===== src/hw/rtl/npa_pkg.sv =====
// Shared types and constants for the node pool allocator.
`timescale 1ns / 1ps

package npa_pkg;

  localparam int POOL_SIZE_DEF = 1024;
  localparam int KEY_W         = 32;
  localparam int LINK_W        = 11;

  typedef enum logic [1:0] {
    CMD_CREATE = 2'd0,
    CMD_DELETE = 2'd1,
    CMD_GET    = 2'd2,
    CMD_PUT    = 2'd3
  } cmd_t;

  typedef enum logic [1:0] {
    STAT_OK     = 2'd0,
    STAT_FULL   = 2'd1,
    STAT_RANGE  = 2'd2,
    STAT_UNUSED = 2'd3
  } status_t;

  typedef enum logic {
    S_IDLE = 1'b0,
    S_EXEC = 1'b1
  } state_t;

  typedef struct packed {
    cmd_t              cmd;
    logic [LINK_W-1:0] addr;
    logic [KEY_W-1:0]  key;
    logic [LINK_W-1:0] left_link;
    logic [LINK_W-1:0] right_link;
  } req_t;

  typedef struct packed {
    status_t           status;
    logic [LINK_W-1:0] out_addr;
    logic [KEY_W-1:0]  out_key;
    logic [LINK_W-1:0] out_left;
    logic [LINK_W-1:0] out_right;
    logic [LINK_W-1:0] used_count;
  } rsp_t;

  typedef struct packed {
    logic [KEY_W-1:0]  key;
    logic [LINK_W-1:0] left;
    logic [LINK_W-1:0] right;
  } entry_t;

  typedef struct packed {
    logic   busy;
    logic   we;
    entry_t data;
  } sweep_ctl_t;

endpackage


===== src/hw/rtl/npa_sweep.sv =====
// Post-reset sweep that builds the initial free chain in the node memory.
`timescale 1ns / 1ps

module npa_sweep #(
  parameter int POOL_SIZE = npa_pkg::POOL_SIZE_DEF
) (
  input  logic                         clk,
  input  logic                         rst,
  output npa_pkg::sweep_ctl_t          ctl,
  output logic [$clog2(POOL_SIZE)-1:0] idx
);

  localparam int AW = $clog2(POOL_SIZE);
  localparam logic [npa_pkg::LINK_W-1:0] NO_LINK = npa_pkg::LINK_W'(POOL_SIZE);

  logic busy;

  always_ff @(posedge clk) begin
    if (rst) begin
      busy <= 1'b1;
      idx  <= '0;
    end else if (busy) begin
      idx <= idx + AW'(1);
      if (idx == AW'(POOL_SIZE - 1)) begin
        busy <= 1'b0;
      end
    end
  end

  always_comb begin
    ctl.busy       = busy;
    ctl.we         = busy;
    ctl.data.key   = '1;
    ctl.data.right = NO_LINK;
    // chain each entry to the next one; the last one ends the list
    if (idx == AW'(POOL_SIZE - 1)) begin
      ctl.data.left = NO_LINK;
    end else begin
      ctl.data.left = npa_pkg::LINK_W'(idx) + npa_pkg::LINK_W'(1);
    end
  end

endmodule


===== config.mk =====
export PLATFORM = sky130hd
export DESIGN_NAME = npa_sweep
export DESIGN_NICKNAME = d
export VERILOG_FILES = /design/src/hw/rtl/npa_pkg.sv /design/src/hw/rtl/npa_sweep.sv
export SDC_FILE = /design/constraint.sdc
export NUM_CORES = 1
export LEC_CHECK = 0
export ABC_AREA = 1
export BUFFER_PORTS_ARGS = -buffer_cell sky130_fd_sc_hd__buf_2
export CAP_MARGIN = 20
export CORE_AREA = 2 2 46 65
export DETAILED_ROUTE_END_ITERATION = 8
export DIE_AREA = 0 0 48 67
export GPL_TIMING_DRIVEN = 0
export PLACE_DENSITY = 0.87
export SLEW_MARGIN = 20
export SYNTH_ARGS = -nofsm -noshare
export SYNTH_HDL_FRONTEND = slang
export SYNTH_SLANG_ARGS = --single-unit

===== constraint.sdc =====
create_clock -name clk -period 1.5 [get_ports clk]
set_input_delay 0.225 -clock clk [delete_from_list [all_inputs] [get_ports clk]]
set_output_delay 0.225 -clock clk [all_outputs]
set_load 0.02 [all_outputs]

==> metrics.log <==
INFO  metric ir_worst_vdd = approximately 0.36 mV
INFO  metric drtIter0Drc = 22
INFO  metric r2r_cells = 8
INFO  metric critical_path_depth = 7
INFO  metric failed_checks = setup timing
INFO  metric dominantRegCellSynth = dfxtp_1
INFO  metric power.density_cell_area = 517.9 mW/mm2
INFO  metric detailedRoute.firstPassIterationCount = 4
INFO  metric grtUsageTotal = roughly 15%
INFO  metric placedInstanceArea = 0.001366 mm2
INFO  metric cts-root-buf = clkbuf_4
INFO  metric tritoncts.num_buffers = 3
INFO  metric vias = around 1100
INFO  metric grt_setup_unrepaired = yes
INFO  metric synth_area_leaders = buf_4, dfxtp_1, nand2_1
INFO  metric synth_top_area_share = about a third
INFO  metric routedWlPerCell = 8.836 um
INFO  metric clock_insertion_delay_worst_skew = between 0.2 and 0.3 ns
INFO  metric crit_slowest_cell = dfxtp_4
INFO  metric synth.yosys.warnings = 0
INFO  metric detailedPlace.worstSlack = -0.02734 ns
INFO  metric coreArea = between 0.002 and 0.003 mm2
INFO  metric cts.path.max_buffers = 2
INFO  metric timing.clock.skew = 0.002245 ns
INFO  metric drt.antenna.violating_nets = 0
INFO  metric arrival_time_reported_for_the_critical_path_endpoint = roughly 1.5 ns
INFO  metric outcome = complete, but fails checks
INFO  metric post-route-cell-area = 0.001598 mm2
INFO  metric fmax = approximately 580 MHz
INFO  metric ys_async_sr_fraction = 0%
INFO  metric grt_antenna_before_repair = 0
INFO  metric synth_area_per_cell = between 6 and 7 um2
INFO  metric cts.clk_slew.worst_paths = 0.07 ns
INFO  metric synth_cell_type_count = 21
INFO  metric max_cap_violations = 0
INFO  metric gr-total-overflow = 0
INFO  metric tritoncts = yes
INFO  metric first_pass_grt_wire_length = 3353 um
INFO  metric port_buffers = 24
INFO  metric worst_setup_margin = -0.2249 ns
INFO  metric layout_common_cells = buf_4, conb_1, nand2_1
INFO  metric setup.worst_path.end = ctl[20]
INFO  metric die_outline_area = 0.003216 mm2
INFO  metric hold_path.class = in -> reg
INFO  metric die_width = about 48 um
INFO  metric final_routed_wirelength_across_all_metal_layers = between 2000 and 2500 um
INFO  metric crit_path_launch = idx[0]$_SDFFE_PP0P_
INFO  metric layout-area-overhead-vs-synth = 52.93%
INFO  metric setup.worst_path.end_class = primary output
INFO  metric reg2reg_from = idx[0]$_SDFFE_PP0P_
INFO  metric n_antenna_cell = 0
INFO  metric nNetsFinal = about 240
INFO  metric timing_worst_setup_path_type = reg -> out
INFO  metric final_period_demand_of_the_worst_path = about 1.7 ns
INFO  metric cp_top_delay_family = simple AND/OR/NAND/NOR gates
INFO  metric worstPathBufferInverterCount = 1
INFO  metric drc = 0
INFO  metric ios = ~70
INFO  metric mappedNetlistArea = roughly 0.0010 mm2
INFO  metric timing_hold_violations_final = 0
INFO  metric final_core_util = 61.10%
INFO  metric cp_max_fo = 4
INFO  metric placement_rows = 22
INFO  metric setup_viol = 11
INFO  metric die-height = about 67 um
INFO  metric required = between 1 and 1.5 ns
INFO  metric netlist_instances = between 150 and 200
INFO  metric place.detailed.hpwl = approximately 1600 um
INFO  metric synth.ff_latch_count = 11
INFO  metric first_global_vias = just over 800
INFO  metric timing.final.max_slew_violations = 0
INFO  metric edff_count_synth = 0
INFO  metric gp_congestion = 0.7596
INFO  metric largest_net_degree_at_the_start_of_global_routing = 11
INFO  metric crit_path_cell_trace = ha_4, nand2_4, nor2_4, nand2_2, nor3_4, a21oi_1, buf_4
INFO  metric fraction_of_layout_instances_using_a_drive_strength_above_1 = 48.93%
INFO  metric regToRegSetupSlack = about 0.17 ns
INFO  metric critical-path-max-stage-delay = 0.37 ns
INFO  metric rr_endpoint = idx[4]$_SDFFE_PP0P_
INFO  metric postCtsHoldBufs = 0
INFO  metric p_leak = about 0.95 nW
INFO  metric timing.final.crit_share = 115.0%
INFO  metric clock_sinks = 11
INFO  metric start_kind = flip-flop
INFO  metric floorplan.initialDensity = roughly two fifths
INFO  metric seq_area_frac_synth = roughly a fifth
INFO  metric synth_area_leader_cell = buf_4
INFO  metric vias_per_cell = slightly below 4
INFO  metric layout_commonest_cell = buf_4
INFO  metric htree_levels = 1
[what timing repair did]
action,in CTS,in global routing
endpoints found under the hold margin,0,0
setup endpoints to repair,11,11
setup buffers,6,3
resized for setup,31,12
pin swaps,8,7
[synthesized netlist by cell type, types with 2 or more instances]
library cell / number
a21oi_1: 11
buf_2: 2
buf_4: 45
conb_1: 2
dfxtp_1: 11
inv_1: 21
inv_2: 2
nand2_1: 25
nand2_2: 3
nand3_1: 8
nand3_2: 3
nor2_1: 7
nor2_2: 2
nor2_4: 2
o21ai_1: 4
xor2_1: 2
[metal layers]
metal	track usage, %	up-vias	wire, um
met2	25.33	54	1184
met3	2.439	7	200
met1	15.99	453	928
met4	8.446	0	64
met5	0	-	0
li1	-	537	-
[worst register-to-register path, delay by kind of cell, from the launching register on]
kind,cells,cell delay [ns]
XOR/XNOR,1,0.15
flip-flops,1,0.36
adder cells (fa/ha/maj),1,0.16
AO/OA/AOI/OAI,1,0.11
buffers and inverters,3,0.33
AND/OR/NAND/NOR,2,0.12
[cells by family after synthesis]
group           share of synthesized area, %
simple gates                           25.51
xor+xnor                               1.677
buf+inv                                41.92
compound gates                         7.904
other cells                           0.7188
fa+ha+maj                              1.197
flops                                  21.08
[flip-flops by register name (all words and copies together) (netlist names)]
signal  count
busy        1
idx        10
[how the worst min path moves through the flow]
| stage | start | to | slack (ns) | cells after the start |
|---|---|---|---|---|
| final | rst | idx[3]$_SDFFE_PP0P_ | 0.23 | 4 |
| after CTS | rst | idx[3]$_SDFFE_PP0P_ | 0.22 | 4 |
| after global placement | idx[1]$_SDFFE_PP0P_ | idx[1]$_SDFFE_PP0P_ | 0.48 | 2 |
| after detailed placement | idx[0]$_SDFFE_PP0P_ | idx[0]$_SDFFE_PP0P_ | 0.49 | 2 |
| after floorplan | rst | idx[3]$_SDFFE_PP0P_ | 0.39 | 3 |
| after global routing | rst | idx[3]$_SDFFE_PP0P_ | 0.27 | 4 |
[layout make-up]
| type | instances | area [um2] |
|---|---|---|
| buffer | 48 | 351.6 |
| clock buffer | 4 | 26.28 |
| tap | 36 | 45.04 |
| multi-input combinational | 114 | 600.6 |
| inverter | 23 | 86.33 |
| sequential | 11 | 231.5 |
| timing repair buffer | 33 | 256.5 |
| fill | 235 | 1017 |
[through the flow]
stage	instances	TNS [ns]	hold slack, ns	total power (W)
3_3_place_gp	256	-0.07320	0.4756	0.0005659
3_5_place_dp	256	-0.08166	0.4851	0.0005670
6_report	269	-1.793	0.2343	0.0008276
4_1_cts	266	-1.605	0.2224	0.0008125
2_1_floorplan	196	0	0.3859	0.0005440
5_1_grt	269	-2.446	0.2674	0.0008618
[report_power, final]
group	switching (W)	internal [W]	leakage (nW)
logic	0.000173	0.000127	0.843
registers	0.00000962	0.000299	0.0926
clock network	0.000115	0.000104	0.0150
total	0.000298	0.000530	0.951
Note: power is estimated with default switching activity, not from simulation.
