===== src/hw/rtl/npa_ram.sv =====
// Generic single-write, single-read synchronous RAM with registered read data.
`timescale 1ns / 1ps

module npa_ram #(
  parameter int WIDTH = 8,
  parameter int DEPTH = 16
) (
  input  logic                     clk,
  input  logic                     we,
  input  logic [$clog2(DEPTH)-1:0] waddr,
  input  logic [WIDTH-1:0]         wdata,
  input  logic                     re,
  input  logic [$clog2(DEPTH)-1:0] raddr,
  output logic [WIDTH-1:0]         rdata
);

  logic [WIDTH-1:0] mem [DEPTH];

  always_ff @(posedge clk) begin
    if (we) begin
      mem[waddr] <= wdata;
    end
    if (re) begin
      rdata <= mem[raddr];
    end
  end

endmodule


===== config.mk =====
export PLATFORM = sky130hd
export DESIGN_NAME = npa_ram
export DESIGN_NICKNAME = d
export VERILOG_FILES = /design/src/hw/rtl/npa_ram.sv
export SDC_FILE = /design/constraint.sdc
export NUM_CORES = 1
export LEC_CHECK = 0
export BUFFER_PORTS_ARGS = -buffer_cell sky130_fd_sc_hd__buf_2
export CAP_MARGIN = 20
export CORE_MARGIN = 8
export CORE_UTILIZATION = 47
export DETAILED_ROUTE_END_ITERATION = 12
export PLACE_DENSITY = 0.72
export SLEW_MARGIN = 40
export SYNTH_ARGS = -nofsm -noshare
export SYNTH_HDL_FRONTEND = slang
export SYNTH_SLANG_ARGS = --single-unit

===== constraint.sdc =====
create_clock -name clk -period 2.1 [get_ports clk]
set_input_delay 0.105 -clock clk [delete_from_list [all_inputs] [get_ports clk]]
set_output_delay 0.105 -clock clk [all_outputs]
set_load 0.01 [all_outputs]

==> results of run 1 <==
[layer usage]
metal  GRT usage (%)  up-vias  wire length [µm]  part of all wire, %
met5               0        -                 0                    0
met2           23.15       83              5075                   53
met4           7.325        0               135                  1.4
met3           3.304       11               428                  4.4
li1                -     1113                 -                    -
met1           17.23     1286              4017                   42
[layout make-up]
cell class / count / area, µm²
fill: 766 / 4523
tap: 140 / 175.2
clock inverter: 15 / 183.9
multi-input combinational: 83 / 1057
timing repair buffer: 56 / 402.9
clock buffer: 17 / 414.1
sequential: 136 / 4084
[flip-flops by register name, indices dropped and copies added, names as in the netlist]
| signal | cells |
|---|---|
| mem | 128 |
| rdata | 8 |
[worst reg2reg max path: cells and delay by family, from the launching register on]
kind	cells	cell delay, ps
flip-flops	1	350
AO/OA/AOI/OAI	1	310
AND/OR/NAND/NOR	1	100
multiplexers	1	500
[kinds of logic after synthesis]
kind of cell	Yosys count	share of synthesized area [%]
compound gates	16	2.298
simple gates	35	3.136
flops	136	78.12
buf+inv	10	1.651
mux	32	14.79
[power breakdown]
group / total, mW / internal, mW / switching, mW / leakage, nW
combinational: 0.293 / 0.132 / 0.161 / 0.631
clock: 2.93 / 1.91 / 1.02 / 0.287
sequential: 3.08 / 3.06 / 0.0159 / 1.24
total: 6.30 / 5.10 / 1.20 / 2.15
[metrics by stage]
step,setup slack (ps),power (mW)
after CTS,599.8,6.346
after detailed placement,382.9,3.415
final,585.7,6.297
after global placement,407.3,3.403
after global routing,516.6,6.485
after floorplan,502.1,3.288
[final timing paths]
kind / startpoint / depth (start not counted) / slack [ps] / endpoint
max reg2reg: mem[1][3] / 3 / 590 / rdata[3]
min: waddr[0] / 3 / 160 / mem[4][2]
max: mem[1][3] / 3 / 590 / rdata[3]
min reg2reg: mem[12][1] / 3 / 740 / rdata[1]
[cell usage after synthesis]
library cell	instances	area (µm²)
mux4_1	14	367.9
nand2b_1	2	12.51
buf_6	3	33.78
nand3_1	1	5.000
nor2_1	13	48.80
clkdlybuf4s25_2	3	30.03
and2b_1	1	7.510
a22oi_1	16	120.1
nand3b_1	2	15.01
edfxtp_1	136	4084
mux4_2	18	405.4
nor2b_1	1	6.260
buf_4	1	7.510
or3b_2	1	8.760
buf_2	3	15.01
nor3_1	4	20.02
and2_1	1	6.260
nand2_1	9	33.78
[what timing repair did]
item	in CTS	in global routing
hold buffers	9	0
buffers inserted	0	0
hold endpoints to repair	136	0
setup endpoints to repair	0	0
==> summary.md, run 1 <==
| Metric | Value |
|---|---|
| Ports | `27` |
| Vias in the first global route | `~2.7k` |
| Syn_nets | `248` |
| Fin Clk Skew | `roughly 10 ps` |
| Routed len/inst | `roughly 22 µm` |
| Hpwl dp | `roughly 6000 µm` |
| Static Leakage | `2.154 nW` |
| Max-cap violation count | `0` |
| Startpoint Class | `flip-flop` |
| Total track usage | `about 14%` |
| Drt drc | `0` |
| Syn Area/Cell | `22.83 µm²` |
| Post-layout instance area | `roughly 0.0063 mm²` |
| Number of vias per cell | `between 5 and 6` |
| Detailed Route WL | `a little under 10000 µm` |
| Clock slew at reported path FFs | `roughly 60 ps` |
| Register bit total from synthesis | `approximately 140` |
| Syn Inst Count | `~230` |
| Antenna diodes | `0` |
| Final core occ | `58.28%` |
| Die W | `~120 µm` |
| Sequential element share of the synthesized area | `approximately four fifths` |
| Max-slew headroom | `between 70% and 80%` |
| Final Hold Vio Count | `0` |
| Fmax | `around 660 MHz` |
| Setup TNS | `0 ps` |
| Final setup viols | `0` |
| WS Path Type | `flip-flop to flip-flop` |
| Routed Antenna Nets | `0` |
| Share of cells above drive strength 1 | `a little under a third` |
| HP Class | `input port to flip-flop` |
| Final Max Slew Viols | `0` |
| Post_cts resized | `0` |
| Placeable Area | `~0.011 mm²` |
| Fin Hold WS | `162.8 ps` |
| Mapped Area | `approximately 0.0052 mm²` |
| Clk_lat worst skew | `roughly 510 ps` |
| Clock Sink Count | `roughly 140` |
| Global route overflow | `0` |
| Number of buffers created by CTS | `17` |
| Gp weighted congestion | `roughly 0.76` |
| CTS tree | `yes` |
| Most common cell after layout, fill and taps aside | `edfxtp_1` |
| First-pass GRT wire length | `between 15000 and 20000 µm` |
| Worst EP arrival | `between 1500 and 2000 ps` |
| Die ar. | `between 0.01 and 0.015 mm²` |
| Pwr/cell area | `roughly 1000 mW/mm²` |
| RSZ-0062 raised after global routing | `no` |
| Pre-antenna DRT Iters | `7` |
| Final worst-path cycle share | `between 70% and 80%` |
| Largest net degree at the start of global routing | `33` |
| Buf/Inv on CP | `0` |
| Worst Setup End Kind | `flip-flop` |
| Slowest stage delay, CP | `about 500 ps` |
| CTS H-tree depth | `4` |
| Post-layout net count | `~310` |
| Die height | `121.5 µm` |
| Slowest cell on the critical path | `mux4_1` |
| Initial antenna violation count | `0` |
| Post-synth cell types | `18` |
| Crit-path max FO | `1` |
| Via Count | `roughly 2.5k` |
| CTS Root Cell | `clkbuf_8` |
| Cells after DPL | `406` |
| Final non-filler cell total | `447` |
| Row count | `38` |
| CP delay by family, top | `multiplexers` |
| Number of port buffers | `26` |
| Yosys warnings | `0` |
| Slew @ Worst Pin | `between 300 and 400 ps` |
| Synth-to-layout area growth | `20.85%` |
| Worst VDD drop | `~0.38 mV` |
| Longest Clk Path Bufs | `2` |
| Initial Utilization | `between 40% and 50%` |
| DP Area | `about 0.0056 mm²` |
| Status | `complete, no violations` |
| Worst path required time | `between 2000 and 2500 ps` |
| Minimum clock period | `~1500 ps` |
| Critical path cell sequence | `mux4_1 > a22oi_1 > nand2_1` |
| Most frequent cells in the layout | `136 x edfxtp_1, 26 x buf_2, 19 x buf_4` |
| Starting DRC count in detailed routing | `approximately 180` |
(Power assumes the default switching activity.)
==> run 2, diff against run 1 <==
==> constraint.sdc (replaced) <==
create_clock -name clk -period 1.46 [get_ports clk]
set_input_delay 0.073 -clock clk [delete_from_list [all_inputs] [get_ports clk]]
set_output_delay 0.073 -clock clk [all_outputs]
set_load 0.01 [all_outputs]
==> summary.md, run 2 (same netlist as run 1, synthesis figures left out) <==
| Metric | Value |
|---|---|
| Status | `complete, no violations (unchanged)` |
| CTS H-tree depth | `4 (unchanged)` |
| Most frequent cells in the layout | `136 x edfxtp_1, 26 x buf_2, 23 x mux4_2 (was 136 x edfxtp_1, 26 x buf_2, 19 x buf_4)` |
| Starting DRC count in detailed routing | `215 (was 184)` |
| Largest net degree at the start of global routing | `19 (was 33)` |
| Sequential share of power | `45.6% (was 48.8%)` |
| CTS tree | `yes (unchanged)` |
| Fmax | `688.4 MHz (was 660.4 MHz)` |
| Max reg flops | `128 (unchanged)` |
| Pwr/cell area | `1504 mW/mm² (was 996.7 mW/mm²)` |
| Initial Utilization | `48.22% (unchanged)` |
| Via Count | `2567 (was 2493)` |
| Static Leakage | `2.190 nW (was 2.154 nW)` |
| Pint | `7.885 mW (was 5.097 mW)` |
| Worst VDD drop | `0.8360 mV (was 0.3839 mV)` |
| Clock slew at reported path FFs | `60 ps (about the same)` |
| Gp weighted congestion | `0.7647 (was 0.7638)` |
| Drt drc | `0 (unchanged)` |
| Share of cells above drive strength 1 | `35.81% (was 31.60%)` |
| Initial antenna violation count | `0 (unchanged)` |
| Combinational Power Share | `4.8% (was 4.7%)` |
| Final worst-path cycle share | `99.49% (was 72.11%)` |
| Setup TNS | `0 ps (unchanged)` |
| Max-slew headroom | `63.12% (was 73.95%)` |
| Placeable Area | `0.01084 mm² (unchanged)` |
| Final Hold Vio Count | `0 (unchanged)` |
| Antenna diodes | `0 (unchanged)` |
| CTS Root Cell | `clkbuf_8 (unchanged)` |
| WS Path Type | `flip-flop to flip-flop (unchanged)` |
| Worst path required time | `1710 ps (was 2350 ps)` |
| Max-cap violation count | `0 (unchanged)` |
| Startpoint Class | `flip-flop (unchanged)` |
| Post-layout net count | `317 (was 313)` |
| # Post-CTS Setup Buffers | `0 (unchanged)` |
| Clk_lat worst skew | `500 ps (was 510 ps)` |
| Final Max Slew Viols | `0 (unchanged)` |
| Worst Setup End Kind | `flip-flop (unchanged)` |
| Longest Clk Path Bufs | `2 (unchanged)` |
| Die height | `121.5 µm (unchanged)` |
| NetSw | `1.812 mW (was 1.200 mW)` |
| Number of vias per cell | `5.704 (was 5.577)` |
| Global route overflow | `0 (unchanged)` |
| Routed len/inst | `23.30 µm (was 21.60 µm)` |
| Switching share of total power | `18.68% (was 19.06%)` |
| Vias in the first global route | `2718 (was 2715)` |
| Slew @ Worst Pin | `552.6 ps (was 390.7 ps)` |
| Total track usage | `15.16% (was 14.15%)` |
| Hpwl dp | `6458 µm (was 6107 µm)` |
| Largest registers | `mem (128), rdata (8) (unchanged)` |
| Crit-path max FO | `1 (unchanged)` |
| Die ar. | `0.01475 mm² (unchanged)` |
| Detailed Route WL | `10480 µm (was 9657 µm)` |
| Final setup viols | `0 (unchanged)` |
| Top reg by flops | `mem (unchanged)` |
| Post-place setup slack | `-232.1 ps (was 382.9 ps)` |
| Minimum clock period | `1453 ps (was 1514 ps)` |
| Routed Antenna Nets | `0 (unchanged)` |
| Row count | `38 (unchanged)` |
| Worst EP arrival | `1700 ps (was 1760 ps)` |
| Most common cell after layout, fill and taps aside | `edfxtp_1 (unchanged)` |
| Number of port buffers | `26 (unchanged)` |
| Pre-antenna DRT Iters | `5 (was 7)` |
| Share of power burned in the clock network | `49.6% (was 46.5%)` |
| HP Class | `input port to flip-flop (unchanged)` |
| Clock Sink Count | `136 (unchanged)` |
| Fin Clk Skew | `5.818 ps (was 10.40 ps)` |
| Ports | `27 (unchanged)` |
| RSZ-0062 raised after global routing | `yes (was no)` |
| First-pass GRT wire length | `16180 µm (was 15110 µm)` |
| Die W | `121.5 µm (unchanged)` |
| Number of buffers created by CTS | `17 (unchanged)` |
| Filler cells | `756 (was 766)` |
| Final WS setup | `7.446 ps (was 585.7 ps)` |
| Synth-to-layout area growth | `23.36% (was 20.85%)` |
run 2: cell types whose count changed in the layout (fill, tap and decap cells not counted), sizes merged:
cell | previous run | this run
buf | 47 | 51
bufinv | 4 | 7
clkbuf | 17 | 18
clkinv | 7 | 3
clkinvlp | 4 | 2
inv | 0 | 1
run 2: worst max-delay path, stage by stage (launching register included):
cell and delay, ps:
edfxtp_1 370, mux4_2 500, a22oi_2 250, nand2_1 80
run 2: area by class of cell:
class | count | area [µm²] | share of cell area (%)
sequential | 136 | 4084 | 63.33
tap | 140 | 175.2 | 2.716
timing repair buffer | 60 | 445.4 | 6.907
clock inverter | 13 | 250.2 | 3.880
clock buffer | 18 | 417.9 | 6.480
multi-input combinational | 83 | 1076 | 16.69
run 2: timing repair:
action                                  in CTS  in global routing
hold endpoints to repair                   136                  0
resized for setup                            7                  4
pin swaps                                    5                  7
endpoints found under the setup margin       7                  7
hold buffers                                 9                  0
run 2: metrics by stage:
step | instance area [µm²] | utilization [%] | hold WS [ps] | cells | total power [mW]
floorplan | 5233 | - | 171.9 | 229 | 4.729
global placement | 5677 | 52.37 | 438.7 | 410 | 4.919
detailed placement | 5677 | 52.37 | 445.0 | 410 | 4.933
CTS | 6452 | 59.52 | 81.33 | 450 | 9.750
global route | 6449 | 59.49 | 119.4 | 450 | 9.959
finish | 6449 | 59.49 | 108.0 | 450 | 9.697
run 2: final timing paths:
| path | start | end | slack (ps) | cells after the start |
|---|---|---|---|---|
| max | mem[3][6] | rdata[6] | 7 | 3 |
| min | waddr[2] | mem[5][7] | 110 | 3 |
| min reg2reg | mem[15][6] | rdata[6] | 740 | 3 |
| max reg2reg | mem[3][6] | rdata[6] | 7 | 3 |
run 2: power groups by stage:
stage / logic (mW) / clock network (mW) / registers [mW]
after floorplan: 0.222 / 0 / 4.51
after global placement: 0.422 / 0 / 4.50
after detailed placement: 0.432 / 0 / 4.50
after CTS: 0.469 / 4.86 / 4.42
after global routing: 0.499 / 5.03 / 4.43
final: 0.468 / 4.81 / 4.42
run 2: metal layers:
layer	wire length (µm)	GRT usage, %	share of wire (%)
met1	4369	19.93	42
met2	5180	23.70	49
met3	776	3.118	7.4
met4	158	7.325	1.5
met5	0	0	0
