===== config.mk =====
export PLATFORM = sky130hd
export DESIGN_NAME = npa_core
export DESIGN_NICKNAME = d
export VERILOG_FILES = /design/src/hw/rtl/npa_pkg.sv /design/src/hw/rtl/npa_core.sv
export SDC_FILE = /design/constraint.sdc
export NUM_CORES = 1
export LEC_CHECK = 0
export BUFFER_PORTS_ARGS = -buffer_cell sky130_fd_sc_hd__buf_2
export CORE_AREA = 2 2 148 150
export DETAILED_ROUTE_END_ITERATION = 16
export DIE_AREA = 0 0 150 152
export MAX_ROUTING_LAYER = met4
export PLACE_DENSITY_LB_ADDON = 0.2
export SLEW_MARGIN = 0
export SYNTH_ARGS = -nofsm -noshare
export SYNTH_HDL_FRONTEND = slang
export SYNTH_SLANG_ARGS = --single-unit

===== constraint.sdc =====
create_clock -name clk -period 5.4 [get_ports clk]
set_input_delay 0.54 -clock clk [delete_from_list [all_inputs] [get_ports clk]]
set_output_delay 0.54 -clock clk [all_outputs]
set_load 0.02 [all_outputs]

===== src/hw/rtl/npa_pkg.sv =====
// Shared types and constants for the node pool allocator.
`timescale 1ns / 1ps

package npa_pkg;

  localparam int POOL_SIZE_DEF = 1024;
  localparam int KEY_W         = 32;
  localparam int LINK_W        = 11;

  typedef enum logic [1:0] {
    CMD_CREATE = 2'd0,
    CMD_DELETE = 2'd1,
    CMD_GET    = 2'd2,
    CMD_PUT    = 2'd3
  } cmd_t;

  typedef enum logic [1:0] {
    STAT_OK     = 2'd0,
    STAT_FULL   = 2'd1,
    STAT_RANGE  = 2'd2,
    STAT_UNUSED = 2'd3
  } status_t;

  typedef enum logic {
    S_IDLE = 1'b0,
    S_EXEC = 1'b1
  } state_t;

  typedef struct packed {
    cmd_t              cmd;
    logic [LINK_W-1:0] addr;
    logic [KEY_W-1:0]  key;
    logic [LINK_W-1:0] left_link;
    logic [LINK_W-1:0] right_link;
  } req_t;

  typedef struct packed {
    status_t           status;
    logic [LINK_W-1:0] out_addr;
    logic [KEY_W-1:0]  out_key;
    logic [LINK_W-1:0] out_left;
    logic [LINK_W-1:0] out_right;
    logic [LINK_W-1:0] used_count;
  } rsp_t;

  typedef struct packed {
    logic [KEY_W-1:0]  key;
    logic [LINK_W-1:0] left;
    logic [LINK_W-1:0] right;
  } entry_t;

  typedef struct packed {
    logic   busy;
    logic   we;
    entry_t data;
  } sweep_ctl_t;

endpackage


===== src/hw/rtl/npa_core.sv =====
// Command sequencer: read, decide, write back, and the result register.
`timescale 1ns / 1ps

module npa_core #(
  parameter int POOL_SIZE = npa_pkg::POOL_SIZE_DEF
) (
  input  logic                          clk,
  input  logic                          rst,
  input  logic                          req_valid,
  output logic                          req_ready,
  input  npa_pkg::req_t                 req,
  output logic                          rsp_valid,
  input  logic                          rsp_ready,
  output npa_pkg::rsp_t                 rsp,
  input  logic [npa_pkg::KEY_W-1:0]     invalid_key,
  input  npa_pkg::sweep_ctl_t           sweep,
  input  logic [$clog2(POOL_SIZE)-1:0]  sweep_idx,
  output logic                          mem_we,
  output logic [$clog2(POOL_SIZE)-1:0]  mem_waddr,
  output npa_pkg::entry_t               mem_wdata,
  output logic                          mem_re,
  output logic [$clog2(POOL_SIZE)-1:0]  mem_raddr,
  input  npa_pkg::entry_t               mem_rdata
);

  localparam int AW = $clog2(POOL_SIZE);
  localparam int LW = npa_pkg::LINK_W;
  localparam logic [LW-1:0] NO_LINK = LW'(POOL_SIZE);

  npa_pkg::state_t state, state_next;
  npa_pkg::req_t   cur;
  logic [LW-1:0]   free_head, free_head_next;
  logic [LW-1:0]   in_use, in_use_next;
  npa_pkg::rsp_t   rsp_next;
  logic            accept, fire;
  logic            core_we;
  logic [AW-1:0]   core_waddr;
  npa_pkg::entry_t core_wdata;
  logic            in_range;

  assign accept   = req_valid && req_ready;
  assign fire     = (state == npa_pkg::S_EXEC) && (!rsp_valid || rsp_ready);
  assign in_range = 32'(cur.addr) < POOL_SIZE;

  always_ff @(posedge clk) begin
    if (rst) begin
      state     <= npa_pkg::S_IDLE;
      free_head <= '0;
      in_use    <= '0;
      rsp_valid <= 1'b0;
    end else begin
      state <= state_next;
      if (fire) begin
        free_head <= free_head_next;
        in_use    <= in_use_next;
        rsp_valid <= 1'b1;
      end else if (rsp_ready) begin
        rsp_valid <= 1'b0;
      end
    end
  end

  always_ff @(posedge clk) begin
    if (accept) begin
      cur <= req;
    end
    if (fire) begin
      rsp <= rsp_next;
    end
  end

  always_comb begin
    state_next = state;
    req_ready  = 1'b0;
    mem_re     = 1'b0;
    mem_raddr  = AW'(req.addr);
    case (state)
      npa_pkg::S_IDLE: begin
        req_ready = !sweep.busy;
        if (req.cmd == npa_pkg::CMD_CREATE) begin
          mem_raddr = AW'(free_head);
        end
        if (accept) begin
          mem_re     = 1'b1;
          state_next = npa_pkg::S_EXEC;
        end
      end
      npa_pkg::S_EXEC: begin
        if (fire) begin
          state_next = npa_pkg::S_IDLE;
        end
      end
      default: state_next = npa_pkg::S_IDLE;
    endcase
  end

  always_comb begin
    free_head_next      = free_head;
    in_use_next         = in_use;
    core_we             = 1'b0;
    core_waddr          = AW'(cur.addr);
    core_wdata.key      = cur.key;
    core_wdata.left     = cur.left_link;
    core_wdata.right    = cur.right_link;
    rsp_next.status     = npa_pkg::STAT_OK;
    rsp_next.out_addr   = NO_LINK;
    rsp_next.out_key    = invalid_key;
    rsp_next.out_left   = NO_LINK;
    rsp_next.out_right  = NO_LINK;
    if (cur.cmd == npa_pkg::CMD_CREATE) begin
      if (32'(in_use) >= POOL_SIZE || 32'(free_head) >= POOL_SIZE) begin
        rsp_next.status = npa_pkg::STAT_FULL;
      end else begin
        core_we           = 1'b1;
        core_waddr        = AW'(free_head);
        free_head_next    = mem_rdata.left;
        in_use_next       = in_use + LW'(1);
        rsp_next.out_addr = free_head;
      end
    end else if (!in_range) begin
      rsp_next.status = npa_pkg::STAT_RANGE;
    end else begin
      case (cur.cmd)
        npa_pkg::CMD_DELETE: begin
          if (mem_rdata.key == invalid_key) begin
            rsp_next.status = npa_pkg::STAT_UNUSED;
          end else begin
            core_we          = 1'b1;
            core_wdata.key   = invalid_key;
            core_wdata.left  = free_head;
            core_wdata.right = NO_LINK;
            free_head_next   = cur.addr;
            if (in_use != '0) begin
              in_use_next = in_use - LW'(1);
            end
          end
        end
        npa_pkg::CMD_GET: begin
          rsp_next.out_key   = mem_rdata.key;
          rsp_next.out_left  = mem_rdata.left;
          rsp_next.out_right = mem_rdata.right;
          if (mem_rdata.key == invalid_key) begin
            rsp_next.status = npa_pkg::STAT_UNUSED;
          end
        end
        default: begin
          core_we = 1'b1;
        end
      endcase
    end
    rsp_next.used_count = in_use_next;
  end

  // the sweep owns the write port until the free chain is built
  always_comb begin
    if (sweep.busy) begin
      mem_we    = sweep.we;
      mem_waddr = sweep_idx;
      mem_wdata = sweep.data;
    end else begin
      mem_we    = core_we && fire;
      mem_waddr = core_waddr;
      mem_wdata = core_wdata;
    end
  end

  a_no_accept_in_sweep: assert property (@(posedge clk) disable iff (rst)
    sweep.busy |-> !req_ready)
    else $error("item accepted during the free chain sweep");

  a_accept_to_exec: assert property (@(posedge clk) disable iff (rst)
    accept |=> (state == npa_pkg::S_EXEC))
    else $error("accepted item did not enter execution");

  a_fire_gives_rsp: assert property (@(posedge clk) disable iff (rst)
    fire |=> rsp_valid)
    else $error("executed item produced no result");

  a_count_bound: assert property (@(posedge clk) disable iff (rst)
    32'(in_use) <= POOL_SIZE)
    else $error("in-use count exceeds pool size");

  a_head_held: assert property (@(posedge clk) disable iff (rst)
    !fire |=> $stable(free_head))
    else $error("free head changed without an executing item");

endmodule


==> results of run 1 <==
[layout make-up]
cell class                      count  area (sq um)  area share [%]
Tap cell                          280         350.3           3.123
Inverter                           11         42.54          0.3792
Antenna cell                        6         15.01          0.1338
Clock buffer                       20         456.7           4.071
Timing Repair Buffer              388          1982           17.67
Multi-Input combinational cell    505          3421           30.49
Clock inverter                     12         116.4           1.037
Sequential cell                   169          4835           43.10
[layout by cell type, fill, tap and decap left out, types with 7 or more instances in the layout]
master,instances
buf_2,377
edfxtp_1,145
nand2_1,85
mux2i_1,55
o21ai_0,49
mux2_2,42
xor2_1,38
and3_1,31
nor2_1,26
dfxtp_1,24
nor3_1,22
a21oi_1,22
o21ai_1,21
clkbuf_16,17
nor4_1,12
nand3_1,11
a211oi_1,11
buf_4,10
inv_1,9
nand4_1,7
[per-stage QoR]
stage | setup slack (ns) | power [uW] | utilization (%) | hold slack, ns
after floorplan | 1.967 | 1775 | - | 0.5088
after global placement | 1.462 | 1981 | 49.79 | 0.5373
after detailed placement | 1.428 | 1984 | 49.79 | 0.5351
after CTS | 1.427 | 3176 | 52.47 | 0.2644
after global routing | 1.232 | 3262 | 52.53 | 0.2631
final | 1.451 | 3155 | 52.54 | 0.2829
[layer usage]
metal | vias to the layer above | global-route usage, % | routed length (um) | share of wire, %
met3 | 44 | 6.547 | 1914 | 6.7
met2 | 285 | 41.27 | 14220 | 50
met5 | - | - | 0 | 0
li1 | 3470 | - | - | -
met1 | 3440 | 31.36 | 11680 | 41
met4 | 0 | 7.817 | 637 | 2.2
[sequential cells by signal (all words and copies together), names as in the netlist]
register,flops
rsp_valid,1
free_head,11
cur,67
rsp,78
in_use,11
state,1
[final timing paths]
check	end	slack (ns)	cells after the start
worst max register to register	in_use[1]	1.84	9
worst min register to register	rsp_valid	0.54	2
worst min-delay path	cur[40]	0.28	1
worst max-delay path	mem_wdata[44]	1.45	9
[worst max-delay path: stages]
cell and delay (ns):
buf_2 0.13, xor2_1 0.16, nor4_1 0.47, nand4_1 0.43, o21ai_4 0.78, buf_4 0.34
mux2i_1 0.28, o21ai_1 0.08, buf_2 0.18
[cell families (layout without fill, tap and decap cells)]
logic type / count (synthesis) / after routing / share of synthesized area (%)
adder cells (fa/ha/maj): 5 / 5 / 0.7322
flip-flops: 169 / 169 / 56.58
multiplexers: 99 / 99 / 12.24
other: 0 / 6 / 0
AO/OA/AOI/OAI: 134 / 134 / 9.460
AND/OR/NAND/NOR: 228 / 228 / 13.56
XOR/XNOR: 39 / 39 / 3.998
buffers and inverters: 61 / 431 / 3.427
[power breakdown]
group,internal [uW],leakage [uW],switching [uW]
sequential,1460,0.00159,21.3
combinational,182,0.00325,289
clock,665,0.000266,534
==> out/metrics.csv, run 1 <==
stage;metric;value;unit
timing;finalHoldViolations;0;
global_route;grt_antenna_before_repair;5;
worst_hold_path;min_from;req[40];
placed_design;dpl.cell_count;1353;
synth;synth.area.top_cells;edfxtp_1, mux2i_1, dfxtp_1, mux2_2, xor2_1;
synth;syn-num-nets;963;
critical_path;r2r_start;cur[65];
synth;async_reset_ff_share;0;%
job;drv_cap;0;
floorplan;start_util;40.02;%
synth;synth_area_per_cell;11.63;sq um
routing;drc;0;
synth;yosysWarnings;0;
timing;relSlewSlack;26.25;%
cts;clk_path_buf_depth;2;
floorplan;die_h;152;um
timing;finalSetupViolCount;0;
power_and_ir_drop;leakage;0.005099;uW
timing;fin_crit;3.949;ns
power_and_ir_drop;irDropWorstVdd;0.0002147;V
global_route;grt_pass1_wl;41.97;mm
cts;numClockSinks;169;
global_route;overflow;0;
timing;fin_setup_tns;0;ns
floorplan;rows;54;
cells_and_area;final_nets;1320;
synth;netlist_top_cells_count;edfxtp_1, nand2_1, mux2i_1;
synth;synth_largest_area_cell;edfxtp_1;
timing;drv_slew;0;
synth;synth.distinct_cells;62;
global_route;grt_max_degree;80;
placed_design;port_buffers;378;
synth;synth.ff_latch_count;169;
cts;cts_tree;yes;
routing;first_iter_violations;746;
routing;drt_wl_total;28.45;mm
synth;syn_inst;735;
critical_path;critPathKind;input pin to output pin;
synth;yosysMostFrequentCell;edfxtp_1;
timing;fmax;0.2532;GHz
cells_and_area;drive_gt1_share;42.90;%
global_route;grt_pass1_vias;7094;
timing;worstMarginPinSlew;1.100;ns
cts;clk_pin_slew_worst_paths;0.07;ns
critical_path;critPathCaptureType;output pin;
critical_path;critical_path_peak_fanout;22;
cts;h-tree-depth;4;
floorplan;die_area;22800;sq um
floorplan;fp.dieW;150;um
placed_design;dpl.hpwl;21.43;mm
routing;post_drt_wl_per_cell;20.45;um
cts;post_cts_buffers;0;
floorplan;coreArea;21350;sq um
routing;vias;7239;
cts;worstSkewPairLatency;0.43;ns
worst_hold_path;hp-class;input pin to flip-flop;
cells_and_area;stdcell_count;1391;
global_route;grtUsageTotal;25.51;%
cts;cts_buffers;17;
power_and_ir_drop;p_per_area;281.3;nW/um^2
critical_path;critPathLaunch;invalid_key[4];
synth;seq_area_frac_synth;56.58;%
cells_and_area;fill_cells;2028;
critical_path;critical_path_required;4.86;ns
routing;dr.pass1.iters;7;
cells_and_area;area_growth;31.29;%
cts;cts_resized;0;
timing;clock_skew;0.008721;ns
placed_design;post_dp_cell_area;10630;sq um
timing;rsz0062_at_grt;false;
critical_path;cp.arrival;3.41;ns
timing;period_share;73.14;%
cts;cts_root_buf;clkbuf_16;
synth;synth_top_area_share;50.96;%
run_status;outcome;completed;
synth;netlist_area;8544;sq um
cts;holdBufCountCts;0;
placed_design;gp_congestion;0.9279;
synth;synth_edf_count;145;
routing;post_drt_via_cell_ratio;5.204;
critical_path;cp-start-kind;input pin;
cells_and_area;final_area;11220;sq um
routing;final_antenna_net_count;0;
synth;synth_ff_type;edfxtp_1;
floorplan;pin_count;379;
(Power assumes the default switching activity.)
==> run 2, diff against run 1 <==
- ABC_AREA: not set -> 1
- clock period: 5.4 -> 3.6 ns (I/O delays scaled with it)
==> run 2 against run 1 <==
Effect of this change:
- clock skew up 0.0033 ns
- final area down 0.16%
- combinational power up 53%
- sequential cell count unchanged
- synthesized area down 1.1%
- utilization down 0.082 points
- final cell count up 16%
- via count up 7.5%
- synthesized cell count up 30%
==> out/metrics.csv, run 2 <==
stage;metric;value;unit;change
critical_path;critical_path_peak_fanout;43;;+95%
cts;h-tree-depth;4;;unchanged
global_route;grtUsageTotal;24.29;%;-1.2 points
cells_and_area;regArea;4835;sq um;unchanged
critical_path;crit_path_top_delay_cell;inv_2;;
worst_hold_path;whs_path_depth;1;;unchanged
synth;syn-num-nets;1182;;+23%
routing;drt_wl_total;27.11;mm;-4.7%
synth;synth.distinct_cells;36;;-42%
timing;period_share;91.70;%;
cells_and_area;layout_common_cells;buf_2, nand2_1, edfxtp_1;;
synth;yosysMostFrequentCell;nand2_1;;
routing;post_drt_via_cell_ratio;4.814;;-7.5%
cts;clk_path_buf_depth;2;;unchanged
cts;numClockSinks;169;;unchanged
cells_and_area;multi_input_area;2912;sq um;-15%
timing;drv_slew;0;;unchanged
routing;first_iter_violations;358;;-52%
timing;rsz0062_at_grt;false;;
cts;clk_pin_slew_worst_paths;0.08;ns;about the same
cts;cts_root_buf;clkbuf_16;;
global_route;grt_pass1_wl;40.70;mm;-3.0%
global_route;grt_antenna_before_repair;6;;+1
synth;synth.ff_latch_count;169;;unchanged
global_route;grt_pass1_vias;7505;;+5.8%
synth;netlist_area;8447;sq um;-1.1%
timing;fmax;0.3029;GHz;
synth;seq_area_frac_synth;57.24;%;+0.65 points
routing;dr.pass1.iters;5;;-2
floorplan;die_h;152;um;unchanged
power_and_ir_drop;p_per_area;437.8;nW/um^2;+56%
timing;fin_setup_tns;0;ns;unchanged
synth;synth_area_per_cell;8.854;sq um;-24%
cts;post_cts_buffers;0;;unchanged
cells_and_area;drive_gt1_share;33.51;%;-9.4 points
floorplan;rows;54;;unchanged
critical_path;critPathMaxStageDelay;0.56;ns;-0.22 ns
power_and_ir_drop;leakage;0.005265;uW;+3.3%
synth;synth_top_area_share;51.55;%;+0.59 points
power_and_ir_drop;irDropWorstVdd;0.0002972;V;+38%
global_route;grt_max_degree;66;;-18%
synth;syn_inst;954;;+30%
synth;synth_edf_count;145;;unchanged
synth;synth_ff_type;edfxtp_1;;
synth;yosysWarnings;0;;unchanged
floorplan;fp.dieW;150;um;unchanged
routing;drc;0;;unchanged
cells_and_area;fill_cells;2051;;+1.1%
cells_and_area;top_register;rsp;;
synth;synth_largest_area_cell;edfxtp_1;;
synth;netlist_top_cells_count;nand2_1, edfxtp_1, inv_1;;
cts;holdBufCountCts;0;;unchanged
cts;cts_resized;0;;unchanged
cts;cts_tree;yes;;
routing;final_antenna_net_count;0;;unchanged
timing;fin_crit;3.301;ns;
placed_design;dpl.hpwl;20.02;mm;-6.6%
critical_path;reg2reg_depth;6;;-3
synth;async_reset_ff_share;0;%;unchanged
routing;post_drt_wl_per_cell;16.76;um;-18%
timing;relSlewSlack;48.83;%;+23 points
cts;cts_buffers;17;;unchanged
synth;synth.area.top_cells;edfxtp_1, nand2_1, o21ai_0, dfxtp_1, inv_1;;
timing;worstMarginPinSlew;0.7667;ns;-0.3335 ns
power_and_ir_drop;power.total;4904;uW;+55%
worst_hold_path;hp-class;input pin to flip-flop;;
critical_path;cp.arrival;2.94;ns;-0.47 ns
job;drv_cap;0;;unchanged
critical_path;cp-start-kind;flip-flop;;
critical_path;critPathCaptureType;output pin;;
critical_path;worstPathCellList;inv_1 > ha_1 > nor2_1 > nand3_2 > inv_2 > o21ai_0 > o21ai_1 > buf_2;;
cells_and_area;largestRegisters;rsp x78, cur x67;;
floorplan;start_util;39.56;%;-0.46 points
run_status;outcome;completed;;
cells_and_area;largest_reg_flops;78;;unchanged
cells_and_area;final_common_cell;buf_2;;
floorplan;die_area;22800;sq um;unchanged
routing;vias;7784;;+7.5%
critical_path;critical_path_required;3.24;ns;-1.62 ns
cts;worstSkewPairLatency;0.44;ns;about the same
placed_design;gp_congestion;0.9230;;-0.53%
timing;clock_skew;0.01203;ns;+0.003307 ns
cells_and_area;area_growth;32.60;%;
global_route;overflow;0;;unchanged
floorplan;pin_count;379;;unchanged
floorplan;coreArea;21350;sq um;unchanged
timing;finalHoldViolations;0;;unchanged
cells_and_area;fin_util;52.46;%;-0.082 points
cells_and_area;final_nets;1546;;+17%
placed_design;port_buffers;378;;unchanged
timing;finalSetupViolCount;0;;unchanged
critical_path;critPathKind;flip-flop to output pin;;
critical_path;r2r_slack;1.29;ns;-0.55 ns
[run 2: path summary, 6_finish.rpt]
kind | startpoint | end
setup / recovery | cur[65] | mem_wdata[21]
hold / removal | req[17] | cur[17]
setup reg to reg | cur[65] | rsp[34]
hold reg to reg | rsp_valid | state
[run 2: power by group]
part	switching, uW	leakage (uW)	internal [uW]	total (uW)
Clock	885	0.000306	1070	1950
Sequential	27.9	0.00155	2200	2230
Combinational	459	0.00341	260	719
[run 2: worst max-delay path: cells and delay by family, from the launching register on]
kind                       cells  cell delay, ns
adders and majority gates      1            0.35
and+or+nand+nor                2            0.48
AOI/OAI and AO/OA              2            0.47
buffers and inverters          3            0.85
DFF                            1            0.35
[run 2: metrics by stage]
step,hold slack [ns],cell area (sq um),setup slack [ns],instances
after floorplan,0.4589,8447,0.4425,954
after global placement,0.4815,10570,0.6553,1579
after detailed placement,0.4917,10570,0.6521,1579
after CTS,0.06920,11190,0.2460,1611
after global routing,0.06755,11200,0.09551,1617
final,0.09021,11200,0.2987,1617
[run 2: layer usage]
layer  up-vias  share of wire [%]  GRT usage (%)
met5         -                  0              -
met4         0                2.3          9.075
met3        35                6.6          4.565
met2       335                 50          40.75
met1      3541                 41          28.93
li1       3873                  -              -
[run 2: cell type report]
cell class | count | share of cell area (%)
Sequential cell | 169 | 43.16
Multi-Input combinational cell | 614 | 25.99
Clock inverter | 15 | 1.731
Tap cell | 280 | 3.128
Inverter | 126 | 4.245
Clock buffer | 17 | 3.798
Timing Repair Buffer | 390 | 17.81
Antenna cell | 6 | 0.1340
[run 2: cells by family after synthesis]
family                     share of synthesized area, %
xor gates and xnor gates                          2.281
buffers and inverters                             8.325
DFF                                               57.24
and+or+nand+nor                                   18.49
AOI/OAI and AO/OA                                 12.93
adders and majority gates                        0.7406
==> run 3, diff against run 2 <==
- MAX_ROUTING_LAYER: met4 -> not set
- clock period: 3.6 -> 3.1 ns (I/O delays scaled with it)
==> run 3 against run 2 <==
Effect of this change:
- worst hold slack got worse by 0.035 ns
- non-clock buffer count is 2 higher
- clock power is 12% higher
- sequential share of layout area is 0.053 points lower
==> out/metrics.csv, run 3 (synthesis results as in run 2) <==
stage;metric;value;unit;change
cells_and_area;layout_common_cells;buf_2, nand2_1, edfxtp_1;;
routing;vias;7719;;-0.84%
cells_and_area;final_nets;1548;;+0.13%
worst_hold_path;hp-class;input pin to flip-flop;;
global_route;overflow;0;;unchanged
critical_path;cp-start-kind;flip-flop;;
routing;post_drt_via_cell_ratio;4.774;;-0.84%
timing;rsz0062_at_grt;false;;
cts;cts_buffers;17;;unchanged
timing;fin_crit;2.838;ns;
global_route;grtUsageTotal;23.47;%;-0.82 points
critical_path;r2r_slack;0.89;ns;-0.40 ns
cells_and_area;drive_gt1_share;33.38;%;-0.13 points
cells_and_area;top_register;rsp;;
power_and_ir_drop;p_comb_share;15.0;%;+0.3 points
timing;drv_slew;0;;unchanged
critical_path;reg2reg_depth;7;;+1
floorplan;coreArea;21350;sq um;unchanged
timing;fmax;0.3523;GHz;
placed_design;dpl.hpwl;20.24;mm;+1.1%
timing;whs;0.05512;ns;-0.03509 ns
timing;period_share;91.56;%;
floorplan;pin_count;379;;unchanged
global_route;grt_antenna_before_repair;4;;-2
cts;cts_resized;0;;unchanged
cts;cts_root_buf;clkbuf_16;;
routing;dr.pass1.iters;5;;unchanged
floorplan;fp.dieW;150;um;unchanged
power_and_ir_drop;pwr-share-seq;46.1;%;+0.6 points
timing;timing.final.ws_setup;0.2618;ns;-0.03696 ns
critical_path;worstSetupEndpoint;mem_waddr[0];;
critical_path;critPathKind;flip-flop to output pin;;
cts;numClockSinks;169;;unchanged
timing;relSlewSlack;48.29;%;-0.53 points
global_route;grt_max_degree;64;;-3.0%
timing;worstMarginPinSlew;0.7747;ns;+0.008003 ns
routing;post_drt_wl_per_cell;16.82;um;+0.32%
critical_path;r2r_end;rsp[39];;
global_route;grt_pass1_wl;40.70;mm;unchanged
critical_path;cp.arrival;2.53;ns;-0.41 ns
power_and_ir_drop;leakage;0.005266;uW;about the same
cells_and_area;largestRegisters;rsp x78, cur x67;;
power_and_ir_drop;switching_share;26.39;%;-1.6 points
routing;drt_wl_total;27.20;mm;+0.32%
routing;final_antenna_net_count;0;;unchanged
cts;cts_tree;yes;;
placed_design;gp_congestion;0.9079;;-1.6%
timing;finalSetupViolCount;0;;unchanged
critical_path;critPathCaptureType;output pin;;
timing;finalHoldViolations;0;;unchanged
critical_path;critPathLaunch;cur[65];;
placed_design;dpl_worst_slack;0.4109;ns;-0.2412 ns
floorplan;start_util;39.56;%;unchanged
routing;drc;0;;unchanged
routing;first_iter_violations;442;;+23%
cells_and_area;area_growth;32.77;%;
cells_and_area;fin_util;52.53;%;+0.065 points
floorplan;rows;54;;unchanged
cts;clk_path_buf_depth;2;;unchanged
global_route;grt_pass1_vias;7365;;-1.9%
critical_path;r2r_start;cur[65];;
power_and_ir_drop;power.total;5628;uW;+15%
job;drv_cap;0;;unchanged
cts;holdBufCountCts;0;;unchanged
power_and_ir_drop;irDropWorstVdd;0.0003331;V;+12%
worst_hold_path;min_from;req[7];;
cts;h-tree-depth;4;;unchanged
timing;clock_skew;0.01006;ns;-0.001965 ns
power_and_ir_drop;clkPwrFrac;38.9;%;-0.9 points
power_and_ir_drop;p_sw;1485;uW;+8.3%
cts;post_cts_buffers;0;;unchanged
cells_and_area;largest_reg_flops;78;;unchanged
floorplan;die_area;22800;sq um;unchanged
cts;clk_pin_slew_worst_paths;0.07;ns;about the same
timing;fin_setup_tns;0;ns;unchanged
placed_design;port_buffers;378;;unchanged
run_status;outcome;completed;;
power_and_ir_drop;p_per_area;501.9;nW/um^2;+15%
floorplan;die_h;152;um;unchanged
power_and_ir_drop;p_int;4143;uW;+17%
cells_and_area;final_common_cell;buf_2;;
critical_path;critical_path_required;2.79;ns;-0.45 ns
critical_path;critical_path_peak_fanout;22;;-49%
cts;worstSkewPairLatency;0.42;ns;-0.02 ns
==> run 3: worst min-delay path by stage <==
stage	slack (ns)	cells past startpoint	end
floorplan	0.41	0	cur[0]
global placement	0.49	2	state
detailed placement	0.49	1	cur[22]
CTS	0.04	1	cur[24]
global route	0.03	1	cur[24]
finish	0.06	1	cur[7]
==> run 3: cell type report <==
| class | instances | area (sq um) |
|---|---|---|
| antenna | 4 | 10.01 |
| clock buffer | 18 | 429.2 |
| clock inverter | 14 | 167.7 |
| fill | 2085 | 10140 |
| inverter | 126 | 476.7 |
| multi-input combinational | 614 | 2912 |
| sequential | 169 | 4835 |
| tap | 280 | 350.3 |
| timing repair buffer | 392 | 2034 |
==> run 3: per-stage QoR <==
stage	instances	cell area (sq um)
detailed placement	1581	10610
floorplan	954	8448
CTS	1613	11200
global route	1615	11210
finish	1617	11210
global placement	1581	10610
==> run 3: routing by layer <==
metal	routed length (um)	GRT usage, %	vias to the layer above
met5	0	0	-
met4	453	6.020	0
met3	1880	5.495	26
met2	13940	41.62	326
met1	10920	28.54	3489
li1	-	-	3878
==> run 3: critical path: stages, from the launching register on <==
cell and delay, ns:
edfxtp_1 0.38, inv_1 0.09, ha_1 0.28, clkinv_1 0.12, nor2_1 0.14, inv_1 0.35, nor2_1 0.28, inv_1 0.07
a21oi_1 0.19, buf_2 0.20
==> run 3: power by group through the flow <==
stage	Clock (uW)	Combinational [uW]	Sequential [uW]
after floorplan	0	426	2680
after global routing	2330	928	2600
after global placement	0	840	2640
after detailed placement	0	846	2640
after CTS	2220	850	2590
final	2190	844	2590
